## config.mk

```make
export PLATFORM = sky130hd
export DESIGN_NAME = bale_seq_flat
export DESIGN_NICKNAME = d
export VERILOG_FILES = /design/src/design/bale_pkg.sv /design/src/design/bale_if.sv /design/src/design/bale_seq.sv /design/src/flat_wrapper.sv
export SDC_FILE = /design/constraint.sdc
export NUM_CORES = 1
export LEC_CHECK = 0
export BUFFER_PORTS_ARGS = -buffer_cell sky130_fd_sc_hd__buf_2
export CORE_ASPECT_RATIO = 1.4
export CORE_MARGIN = 5
export CORE_UTILIZATION = 40
export DETAILED_ROUTE_END_ITERATION = 12
export GPL_TIMING_DRIVEN = 0
export PLACE_DENSITY = 0.72
export SLEW_MARGIN = 40
export SYNTH_ARGS = -nofsm -noshare
export SYNTH_HDL_FRONTEND = slang
export SYNTH_SLANG_ARGS = --single-unit
```

## constraint.sdc

```tcl
create_clock -name clk -period 4.45 [get_ports clk]
set_input_delay 0.445 -clock clk [delete_from_list [all_inputs] [get_ports clk]]
set_output_delay 0.445 -clock clk [all_outputs]
set_load 0.005 [all_outputs]
```

## src/design/bale_pkg.sv

```systemverilog
`timescale 1ns / 1ps
`default_nettype none

package bale_pkg;

  localparam int MODE_W     = 4;
  localparam int POS_W      = 9;
  localparam int POS_END_W  = 8;
  localparam int WORD_W     = 32;
  localparam int LEN_W      = 9;
  localparam int STATUS_W   = 2;

  localparam int ADDR_MAX_W = 16;
  localparam int WORD_MAX_W = 64;

  localparam logic [MODE_W-1:0] MODE_READ     = 4'd0;
  localparam logic [MODE_W-1:0] MODE_WRITE    = 4'd1;
  localparam logic [MODE_W-1:0] MODE_APPEND   = 4'd2;
  localparam logic [MODE_W-1:0] MODE_REM_LAST = 4'd3;
  localparam logic [MODE_W-1:0] MODE_INSERT   = 4'd4;
  localparam logic [MODE_W-1:0] MODE_ERASE1   = 4'd5;
  localparam logic [MODE_W-1:0] MODE_ERASE_RG = 4'd6;
  localparam logic [MODE_W-1:0] MODE_RESIZE   = 4'd7;
  localparam logic [MODE_W-1:0] MODE_CLEAR    = 4'd8;

  localparam logic [STATUS_W-1:0] ST_OK    = 2'd0;
  localparam logic [STATUS_W-1:0] ST_RANGE = 2'd1;
  localparam logic [STATUS_W-1:0] ST_EMPTY = 2'd2;
  localparam logic [STATUS_W-1:0] ST_FULL  = 2'd3;

  typedef logic [ADDR_MAX_W-1:0] addr_t;
  typedef logic [WORD_MAX_W-1:0] mword_t;

  typedef struct packed {
    logic   we;
    addr_t  waddr;
    mword_t wdata;
    logic   re;
    addr_t  raddr;
  } mem_req_t;

endpackage

`default_nettype wire

```

## src/design/bale_if.sv

```systemverilog
`timescale 1ns / 1ps
`default_nettype none

interface bale_req_if;
  import bale_pkg::*;

  logic                 valid;
  logic                 ready;
  logic [MODE_W-1:0]    mode;
  logic [POS_W-1:0]     position;
  logic [POS_END_W-1:0] position_end;
  logic [WORD_W-1:0]    value;
  logic [LEN_W-1:0]     new_length;

  modport source (output valid, mode, position, position_end, value, new_length,
                  input ready);
  modport sink   (input valid, mode, position, position_end, value, new_length,
                  output ready);
endinterface

interface bale_rsp_if;
  import bale_pkg::*;

  logic                valid;
  logic                ready;
  logic [WORD_W-1:0]   read_value;
  logic [STATUS_W-1:0] status;
  logic [LEN_W-1:0]    length;
  logic                is_empty;

  modport source (output valid, read_value, status, length, is_empty, input ready);
  modport sink   (input valid, read_value, status, length, is_empty, output ready);
endinterface

`default_nettype wire

```

## src/design/bale_seq.sv

```systemverilog
`timescale 1ns / 1ps
`default_nettype none

module bale_seq #(
  parameter int CAPACITY   = 256,
  parameter int DATA_WIDTH = 32
) (
  input  logic                  clk,
  input  logic                  rst,
  bale_req_if.sink              req,
  bale_rsp_if.source            rsp,
  output bale_pkg::mem_req_t    mreq,
  input  logic [DATA_WIDTH-1:0] rdata
);
  import bale_pkg::*;

  localparam int CW = $clog2(CAPACITY + 1);
  localparam logic [31:0] CAP32 = 32'(CAPACITY);

  localparam logic [2:0] S_IDLE = 3'd0;
  localparam logic [2:0] S_SHUP = 3'd1;
  localparam logic [2:0] S_SHDN = 3'd2;
  localparam logic [2:0] S_FILL = 3'd3;
  localparam logic [2:0] S_FIN  = 3'd4;

  logic [2:0]          state, state_next;
  logic [CW-1:0]       count, count_next;
  logic [CW-1:0]       cur, cur_next;
  logic [CW-1:0]       dst, dst_next;
  logic [CW-1:0]       lim, lim_next;
  logic [CW-1:0]       wdst, wdst_next;
  logic                wpend, wpend_next;
  logic [WORD_W-1:0]   val_hold, val_hold_next;
  logic [STATUS_W-1:0] st_hold, st_hold_next;
  logic                rd_sel, rd_sel_next;
  logic                out_valid, out_valid_next;
  logic [WORD_W-1:0]   out_rd, out_rd_next;
  logic [STATUS_W-1:0] out_st, out_st_next;
  logic [LEN_W-1:0]    out_len, out_len_next;
  logic                out_empty, out_empty_next;

  logic [31:0] cnt32, pos32, pend32, nlen32, cur32;
  logic [31:0] cnt_inc, cnt_dec, pos_inc, pend_inc, erase_cnt, cur_inc, cur_dec, dst_inc;
  logic [63:0] rdata64;
  logic        accept, load;

  assign cnt32     = 32'(count);
  assign pos32     = 32'(req.position);
  assign pend32    = 32'(req.position_end);
  assign nlen32    = 32'(req.new_length);
  assign cur32     = 32'(cur);
  assign cnt_inc   = cnt32 + 32'd1;
  assign cnt_dec   = cnt32 - 32'd1;
  assign pos_inc   = pos32 + 32'd1;
  assign pend_inc  = pend32 + 32'd1;
  assign erase_cnt = cnt32 - (pend32 - pos32 + 32'd1);
  assign cur_inc   = cur32 + 32'd1;
  assign cur_dec   = cur32 - 32'd1;
  assign dst_inc   = 32'(dst) + 32'd1;
  assign rdata64   = 64'(rdata);

  assign req.ready = (state == S_IDLE);
  assign accept    = req.valid && req.ready;
  assign load      = (state == S_FIN) && (!out_valid || rsp.ready);

  assign rsp.valid      = out_valid;
  assign rsp.read_value = out_rd;
  assign rsp.status     = out_st;
  assign rsp.length     = out_len;
  assign rsp.is_empty   = out_empty;

  always_comb begin
    state_next     = state;
    count_next     = count;
    cur_next       = cur;
    dst_next       = dst;
    lim_next       = lim;
    wdst_next      = wdst;
    wpend_next     = wpend;
    val_hold_next  = val_hold;
    st_hold_next   = st_hold;
    rd_sel_next    = rd_sel;
    out_valid_next = out_valid;
    out_rd_next    = out_rd;
    out_st_next    = out_st;
    out_len_next   = out_len;
    out_empty_next = out_empty;
    mreq           = '0;

    case (state)
      S_IDLE: begin
        if (accept) begin
          st_hold_next = ST_OK;
          rd_sel_next  = 1'b0;
          state_next   = S_FIN;
          case (req.mode)
            MODE_READ: begin
              if (pos32 < cnt32) begin
                mreq.re     = 1'b1;
                mreq.raddr  = addr_t'(req.position);
                rd_sel_next = 1'b1;
              end else begin
                st_hold_next = ST_RANGE;
              end
            end
            MODE_WRITE: begin
              if (pos32 < cnt32) begin
                mreq.we    = 1'b1;
                mreq.waddr = addr_t'(req.position);
                mreq.wdata = mword_t'(req.value);
              end else begin
                st_hold_next = ST_RANGE;
              end
            end
            MODE_APPEND: begin
              if (cnt32 >= CAP32) begin
                st_hold_next = ST_FULL;
              end else begin
                mreq.we    = 1'b1;
                mreq.waddr = addr_t'(count);
                mreq.wdata = mword_t'(req.value);
                count_next = cnt_inc[CW-1:0];
              end
            end
            MODE_REM_LAST: begin
              if (cnt32 == 32'd0) begin
                st_hold_next = ST_EMPTY;
              end else begin
                mreq.re     = 1'b1;
                mreq.raddr  = addr_t'(cnt_dec);
                count_next  = cnt_dec[CW-1:0];
                rd_sel_next = 1'b1;
              end
            end
            MODE_INSERT: begin
              if (pos32 > cnt32) begin
                st_hold_next = ST_RANGE;
              end else if (cnt32 >= CAP32) begin
                st_hold_next = ST_FULL;
              end else begin
                cur_next      = count;
                lim_next      = pos32[CW-1:0];
                wpend_next    = 1'b0;
                val_hold_next = req.value;
                state_next    = S_SHUP;
              end
            end
            MODE_ERASE1: begin
              if (pos32 >= cnt32) begin
                st_hold_next = ST_RANGE;
              end else begin
                cur_next   = pos_inc[CW-1:0];
                dst_next   = pos32[CW-1:0];
                lim_next   = cnt_dec[CW-1:0];
                wpend_next = 1'b0;
                state_next = S_SHDN;
              end
            end
            MODE_ERASE_RG: begin
              if (pos32 > pend32 || pend32 >= cnt32) begin
                st_hold_next = ST_RANGE;
              end else begin
                cur_next   = pend_inc[CW-1:0];
                dst_next   = pos32[CW-1:0];
                lim_next   = erase_cnt[CW-1:0];
                wpend_next = 1'b0;
                state_next = S_SHDN;
              end
            end
            MODE_RESIZE: begin
              if (nlen32 > CAP32) begin
                st_hold_next = ST_FULL;
              end else if (nlen32 > cnt32) begin
                cur_next   = count;
                lim_next   = nlen32[CW-1:0];
                state_next = S_FILL;
              end else begin
                count_next = nlen32[CW-1:0];
              end
            end
            MODE_CLEAR: begin
              count_next = '0;
            end
            default: begin
            end
          endcase
        end
      end

      S_SHUP: begin
        if (wpend) begin
          mreq.we    = 1'b1;
          mreq.waddr = addr_t'(wdst);
          mreq.wdata = rdata64;
        end
        if (cur > lim) begin
          mreq.re    = 1'b1;
          mreq.raddr = addr_t'(cur_dec);
          wdst_next  = cur;
          wpend_next = 1'b1;
          cur_next   = cur_dec[CW-1:0];
        end else begin
          wpend_next = 1'b0;
          if (!wpend) begin
            mreq.we    = 1'b1;
            mreq.waddr = addr_t'(lim);
            mreq.wdata = mword_t'(val_hold);
            count_next = cnt_inc[CW-1:0];
            state_next = S_FIN;
          end
        end
      end

      S_SHDN: begin
        if (wpend) begin
          mreq.we    = 1'b1;
          mreq.waddr = addr_t'(wdst);
          mreq.wdata = rdata64;
        end
        if (cur < count) begin
          mreq.re    = 1'b1;
          mreq.raddr = addr_t'(cur);
          wdst_next  = dst;
          dst_next   = dst_inc[CW-1:0];
          cur_next   = cur_inc[CW-1:0];
          wpend_next = 1'b1;
        end else begin
          wpend_next = 1'b0;
          if (!wpend) begin
            count_next = lim;
            state_next = S_FIN;
          end
        end
      end

      S_FILL: begin
        mreq.we    = 1'b1;
        mreq.waddr = addr_t'(cur);
        mreq.wdata = '0;
        cur_next   = cur_inc[CW-1:0];
        if (cur_inc[CW-1:0] == lim) begin
          count_next = lim;
          state_next = S_FIN;
        end
      end

      S_FIN: begin
        if (load) begin
          state_next = S_IDLE;
        end
      end

      default: begin
        state_next = S_IDLE;
      end
    endcase

    if (load) begin
      out_valid_next = 1'b1;
      out_rd_next    = rd_sel ? rdata64[WORD_W-1:0] : '0;
      out_st_next    = st_hold;
      out_len_next   = cnt32[LEN_W-1:0];
      out_empty_next = (count == '0);
    end else if (rsp.ready) begin
      out_valid_next = 1'b0;
    end
  end

  always_ff @(posedge clk) begin
    if (rst) begin
      state     <= S_IDLE;
      count     <= '0;
      wpend     <= 1'b0;
      out_valid <= 1'b0;
    end else begin
      state     <= state_next;
      count     <= count_next;
      wpend     <= wpend_next;
      out_valid <= out_valid_next;
    end
    cur       <= cur_next;
    dst       <= dst_next;
    lim       <= lim_next;
    wdst      <= wdst_next;
    val_hold  <= val_hold_next;
    st_hold   <= st_hold_next;
    rd_sel    <= rd_sel_next;
    out_rd    <= out_rd_next;
    out_st    <= out_st_next;
    out_len   <= out_len_next;
    out_empty <= out_empty_next;
  end

endmodule

`default_nettype wire

```

## src/flat_wrapper.sv

```systemverilog
// flat-port wrapper written by rule: the top's interface ports become plain ports
module bale_seq_flat import bale_pkg::*;
#(
  parameter int CAPACITY   = 256,
  parameter int DATA_WIDTH = 32
)
  (clk, rst, mreq, rdata, req_valid, req_mode, req_position, req_position_end, req_value, req_new_length, req_ready, rsp_valid, rsp_read_value, rsp_status, rsp_length, rsp_is_empty, rsp_ready);
  bale_req_if req_i ();
  bale_rsp_if rsp_i ();
  input  logic clk;
  input  logic rst;
  output bale_pkg::mem_req_t mreq;
  input  logic [DATA_WIDTH-1:0] rdata;
  input wire logic [$bits(req_i.valid)-1:0] req_valid;
  input wire logic [$bits(req_i.mode)-1:0] req_mode;
  input wire logic [$bits(req_i.position)-1:0] req_position;
  input wire logic [$bits(req_i.position_end)-1:0] req_position_end;
  input wire logic [$bits(req_i.value)-1:0] req_value;
  input wire logic [$bits(req_i.new_length)-1:0] req_new_length;
  output wire logic [$bits(req_i.ready)-1:0] req_ready;
  output wire logic [$bits(rsp_i.valid)-1:0] rsp_valid;
  output wire logic [$bits(rsp_i.read_value)-1:0] rsp_read_value;
  output wire logic [$bits(rsp_i.status)-1:0] rsp_status;
  output wire logic [$bits(rsp_i.length)-1:0] rsp_length;
  output wire logic [$bits(rsp_i.is_empty)-1:0] rsp_is_empty;
  input wire logic [$bits(rsp_i.ready)-1:0] rsp_ready;
  assign req_i.valid = req_valid;
  assign req_i.mode = req_mode;
  assign req_i.position = req_position;
  assign req_i.position_end = req_position_end;
  assign req_i.value = req_value;
  assign req_i.new_length = req_new_length;
  assign req_ready = req_i.ready;
  assign rsp_valid = rsp_i.valid;
  assign rsp_read_value = rsp_i.read_value;
  assign rsp_status = rsp_i.status;
  assign rsp_length = rsp_i.length;
  assign rsp_is_empty = rsp_i.is_empty;
  assign rsp_i.ready = rsp_ready;
  bale_seq #(.CAPACITY(CAPACITY), .DATA_WIDTH(DATA_WIDTH)) u_core (.clk(clk), .rst(rst), .req(req_i), .rsp(rsp_i), .mreq(mreq), .rdata(rdata));
endmodule
```

### After elaboration in Yosys (flattened, before gate mapping)

Cells that the tools add are included.

| word-level totals | value |
|---|---|
| bits in registers | 129 |
| bits in latches | 0 |
| RAM bits | 0 |
| bits in read-only memories | 0 |
| bits of input ports | 98 |
| logic and storage cells | 192 |
| memories kept | 0 |

| cells by class | value |
|---|---|
| $add $sub $neg | 10 |
| $mul | 0 |
| divide/modulo/power cells | 0 |
| $lt $le $gt $ge | 10 |
| equal/unequal tests | 41 |
| shift operators | 0 |
| muxes and demuxes | 89 |
| bitwise logic cells | 2 |
| reductions and logical operators | 25 |

Operator list:

| kind | number |
|---|---|
| 81-bit 2-to-1 mux | 5 |
| 81-bit one-hot mux with 4 select lines | 1 |
| 9-bit 2-to-1 mux | 31 |
| 9-bit one-hot mux with 4 select lines | 5 |
| 81-bit one-hot mux with 2 select lines | 1 |
| 98-bit 2-to-1 mux | 1 |
| 17-bit 2-to-1 mux | 4 |
| 9-bit one-hot mux with 2 select lines | 3 |
| 17-bit one-hot mux with 3 select lines | 1 |
| 9-bit by 1-bit adder with 9-bit output, second input constant | 5 |
| 3-bit 2-to-1 mux | 12 |
| 17-bit one-hot mux with 2 select lines | 1 |
| 32-bit logical NOT | 1 |
| 3-bit != test, second input constant | 10 |
| 9-bit > comparator | 3 |
| 2-bit != test, second input constant | 10 |
| 9-bit by 1-bit subtractor with 10-bit output, second input constant | 2 |
| 9-bit < comparator | 2 |
| 4-bit by 3-bit == test with 1-bit output, second input constant | 4 |
| 3-bit one-hot mux with 5 select lines | 1 |
| 1-bit 2-to-1 mux | 14 |
| 2-bit one-hot mux with 7 select lines | 1 |
| 3-bit one-hot mux with 4 select lines | 1 |
| 12-bit AND reduction | 1 |
| 39 further kinds | 57 |

### Longest topological paths before layout

| logic depth | value |
|---|---|
| depth after elaboration | 6 |
| depth in mapped cells | 13 |
| depth with buffers taken out | 12 |

### Worst setup path after synthesis

Ideal clock, no wire load.

| timing | value |
|---|---|
| path kind | register to register |
| from | register u_core.count[2] |
| to | register u_core.val_hold[0], enable pin |
| library setup time | 0.461 ns |
| arrival time | 4.148 ns |
| data required time | 3.989 ns |
| setup slack | -0.159 ns |
| cell stages (with the launch flop) | 9 |
| path buffers | 1 |
| cell sequence | dfxtp_1 -> buf_1 -> inv_1 -> ha_1 -> nand4_1 -> o21bai_1 -> a211oi_1 -> o211ai_1 -> nor3_1 |

| on the way | value |
|---|---|
| word-level cells in the longest chain between the ends | 3 |
| elaborated cells between the ends (all ways) | 5 |
| classes of those cells | order compare: 2; bitwise: 2; reduce/logical: 1 |

Ends and longest elaborated chain:

| element | line | RTL |
|---|---|---|
| start: declaration | bale_seq.sv:27 | `logic [CW-1:0] count, count_next;` |
| start signal: assignment | bale_seq.sv:277 | `count <= count_next;` |
| 9-bit greater-or-equal comparator / 9-bit > comparator (equally long branches) | bale_seq.sv:138, bale_seq.sv:136 |  |
| 1-bit NOT (no line) | -- |  |
| 5-bit AND reduction (no line) * | -- |  |
| end signal: assignment | bale_seq.sv:285 | `val_hold <= val_hold_next;` |
| end: declaration | bale_seq.sv:33 | `logic [WORD_W-1:0] val_hold, val_hold_next;` |

Every way passes the cells marked *; elsewhere a longest branch is shown, timed or not.
A chain may end at the register's enable or synchronous reset.

==> summary.txt <==
Floorplan
  • I/O pin total: about 240
  • Die Wd: ~140 um
  • Cell Rows: 68
  • Starting density of the core: 0.402
  • Core area: 24500 um^2
  • Die ar.: 27900 um^2
  • Chip height: 196 um

Routing
  • Initial DRC count: 1260
  • Initial DRT Pass Iterations: 6
  • DR vias: 9690
  • WL/cell: between 20 and 25 um
  • DRC Markers: 0
  • Routed Antenna Nets: 0
  • Post-Route WL: 38700 um
  • Via density: 5.85

Worst setup path
  • Reg-to-reg critical path startpoint: u_core.count[7]$_SDFFE_PP0P_
  • CP Max Fanout: 10
  • CP max stage delay: 0.45 ns
  • Flop2flop setup slack: 0.31 ns
  • WP depth: 13
  • Chain of cells forming the critical path: buf_2 -> inv_1 -> ha_1 -> nand4_1 -> a211oi_1 -> a211oi_2 -> and3_1 -> buf_2 -> o21a_1 -> clkbuf_2 -> a222oi_1 -> inv_1 -> buf_2
  • R2R depth: 11
  • Setup crit start: u_core.count[5]$_SDFFE_PP0P_
  • Critical Path Sink: mreq[38]
  • Worst reg2reg path endpoint: u_core.cur[6]$_DFFE_PP_
  • Critical-path top delay cell: a222oi_1
  • Setup crit start kind: flip-flop
  • Critical path's top delay family: compound AO/OA/AOI/OAI gates
  • Arr. time, crit path: 3.88 ns
  • Buf+Inv Stages, Crit Path: 6
  • Kind of critical path: flip-flop to output pin
  • Most used cell, CP: buf_2
  • Critical Path RT: 4.01 ns
  • Crit. End Element: output pin

Timing
  • Final period utilization: 0.971
  • Clock Skew: about 0.012 ns
  • Worst slew margin: 0.424
  • Hold Vio Cnt, Final: 0
  • Final Setup Violations: 0
  • Fin. max-slew vios: 0
  • Max Fclk: 231 MHz
  • Final setup margin: 0.128 ns
  • Worst Tran Pin Value: 0.864 ns
  • Setup TNS: 0 ns
  • Min Tclk post-route: around 4.3 ns

Clock network
  • CTS tree: done
  • Clock slew at reported path FFs: 0.06 ns
  • Cts bufs inserted: 17
  • Clk sinks: 129
  • Root buf cell: clkbuf_16
  • Worst-Skew Late Latency: 0.44 ns
  • H-tree Lvls: 4
  • Clock buffer depth: 2

Job
  • Total of max-cap violations: 0

Outcome
  • Status: finished, final reports clean

Global route
  • Number of global-route vias before repair: 9402
  • Total GRT Usage: 0.270
  • Largest net degree at the start of global routing: 17
  • Grt ovf: 0
  • First-pass GRT wire length: 56800 um
  • Antenna violations before repair: 0

Yosys
  • Area leader, netlist: edfxtp_1
  • Dominant synthesized flop cell: edfxtp_1
  • Post-synthesis register bit count: 129
  • Part of the Yosys area used for sequential elements: 0.379
  • Post-synth EDFFs: 115
  • FFs w/ async S/R, synth: 0
  • Syn. warnings: 0
  • Cell Area, Synth: 9860 um^2
  • Synth top area share: 0.350
  • Synth cell types: 73
  • Syn_area_per_cell: 9.42 um^2
  • Synth Instances: 1047
  • Ranking of synthesized cells by area: edfxtp_1, ha_1, a222oi_1, inv_1, buf_4

Place
  • Dpl cell area: about 12000 um^2
  • Buffers on Ports: 202
  • Setup WS pre-CTS: -0.355 ns
  • Cells after DPL: ~1600
  • Dpl hpwl: approximately 30000 um
  • Routability cong.: 1.01

Cells and area
  • Area Growth Syn to Fin: 24.8%
  • Post-route insts no fill: about 1700
  • # diodes: 0
  • Fill cells: 2291
  • NumNets Final: 1501
  • Share of post-route cells with drive strength above 1: 0.273
  • Final instance area: approximately 12000 um^2
  • Seq. cell area: 3740 um^2
  • Area of the multi-input gates: between 5000 and 6000 um^2

Power and ir drop
  • PwrDens: 288 nW/um^2
  • Pleak: 5.48 nW
  • Max VDD drop: 231 uV

Hold path
  • Hold WC Path Type: primary input to flip-flop
## registers in the layout, summed over array words and instances (netlist names)
register	flops
u_core.count	9
u_core.wpend	1
u_core.rsp.length	9
u_core.state	3
u_core.rsp.valid	1
u_core.rsp.read_value	32
u_core.val_hold	32
u_core.dst	9
u_core.wdst	9
u_core.rsp.is_empty	1
u_core.rd_sel	1
u_core.lim	9
u_core.rsp.status	2
u_core.cur	9
u_core.st_hold	2
## layout by cell type (no fill, tap or decap), types with 14 or more instances in the layout
master	count
buf_2	218
edfxtp_1	115
nor2_1	79
clkbuf_1	32
a222oi_1	42
ha_1	65
conb_1	39
nand2_1	68
nand3_1	22
and2_1	32
a21oi_1	58
clkbuf_16	20
nor3_1	14
xnor2_1	34
inv_1	91
buf_4	63
o21ai_0	46
xor2_1	17
a22oi_1	26
mux2i_1	16
## worst min-delay path by stage
stage / start / end / cells after the start
6_report: req_value[3] / u_core.val_hold[3]$_DFFE_PP_ / 1
5_1_grt: req_value[3] / u_core.val_hold[3]$_DFFE_PP_ / 1
4_1_cts: req_value[8] / u_core.val_hold[8]$_DFFE_PP_ / 1
3_5_place_dp: u_core.st_hold[1]$_DFFE_PP_ / u_core.rsp.status[1]$_DFFE_PP_ / 0
3_3_place_gp: u_core.st_hold[1]$_DFFE_PP_ / u_core.rsp.status[1]$_DFFE_PP_ / 0
2_1_floorplan: u_core.st_hold[0]$_DFFE_PP_ / u_core.rsp.status[0]$_DFFE_PP_ / 0
## per-layer routing
layer,vias to the layer above,GRT usage,part of all wire
met1,4461,0.317,0.37
met2,686,0.455,0.47
met5,-,0,0
li1,4382,-,-
met4,0,0.161,0.068
met3,161,0.0480,0.095
## Yosys cell counts, types with 4 or more instances
cell type,number
mux2i_1,16
a31oi_1,5
o21ai_0,46
nand3_1,22
fa_1,9
clkbuf_1,35
a211oi_1,12
nor2b_1,9
dfxtp_1,14
and3_1,8
a222oi_1,42
a21o_1,7
nor2_1,80
nor3_1,18
mux2_2,8
nand4_1,10
a211o_1,5
o22ai_1,9
and2_1,32
buf_4,47
buf_2,13
a32oi_1,4
nand2_1,68
xnor2_1,34
ha_1,65
o221ai_1,11
nor4_1,6
o21a_1,4
o211ai_1,11
edfxtp_1,115
a22oi_1,26
xor2_1,17
or3_1,5
nand2b_1,9
inv_1,97
a21oi_1,58
or4_1,6
## metrics by stage
stage                     power, mW  hold WS, ns  utilization
after CTS                      3.55        0.191        0.498
after global routing           3.69        0.188        0.502
after floorplan                1.82        0.400            -
final                          3.55        0.208        0.502
after global placement         2.07        0.407        0.466
after detailed placement       2.08        0.412        0.470
## cells by family (layout without fill, tap and decap cells)
logic type	Yosys count	after routing	share of synthesized area
and+or+nand+nor	293	293	0.150
AOI/OAI and AO/OA	274	274	0.199
buffers and inverters	198	455	0.0964
DFF	129	129	0.379
adders and majority gates	74	74	0.101
xor gates and xnor gates	51	51	0.0453
muxes	27	27	0.0299
other	1	39	0.000380
## worst reg2reg max path, delay by kind of cell (launching register included)
kind,cells,cell delay (ns)
AO/OA/AOI/OAI,5,2.06
buffers and inverters,3,0.59
adder cells (fa/ha/maj),1,0.29
AND/OR/NAND/NOR,2,0.41
flip-flops,1,0.42
## timing repair
item / 4_1_cts / 5_1_grt
setup endpoints to repair: 63 / 39
setup buffers: 5 / 7
hold buffers: 0 / 0
pin swaps: 1 / 1
hold endpoints to repair: 0 / 0
resized for setup: 8 / 12
## final cells by class
type	count	share of cell area
inverters	98	0.0317
clock inverters	11	0.00936
flip-flops and latches	129	0.304
multi-input cells	758	0.437
clock buffers	21	0.0418
plain buffers	100	0.0484
repair buffers	225	0.0961
well taps	315	0.0320
## power breakdown
group,total [mW],internal (mW),switching (mW)
registers,1.41,1.38,0.0320
logic,0.672,0.264,0.409
clock network,1.47,0.893,0.573
(Power assumes the default switching activity.)
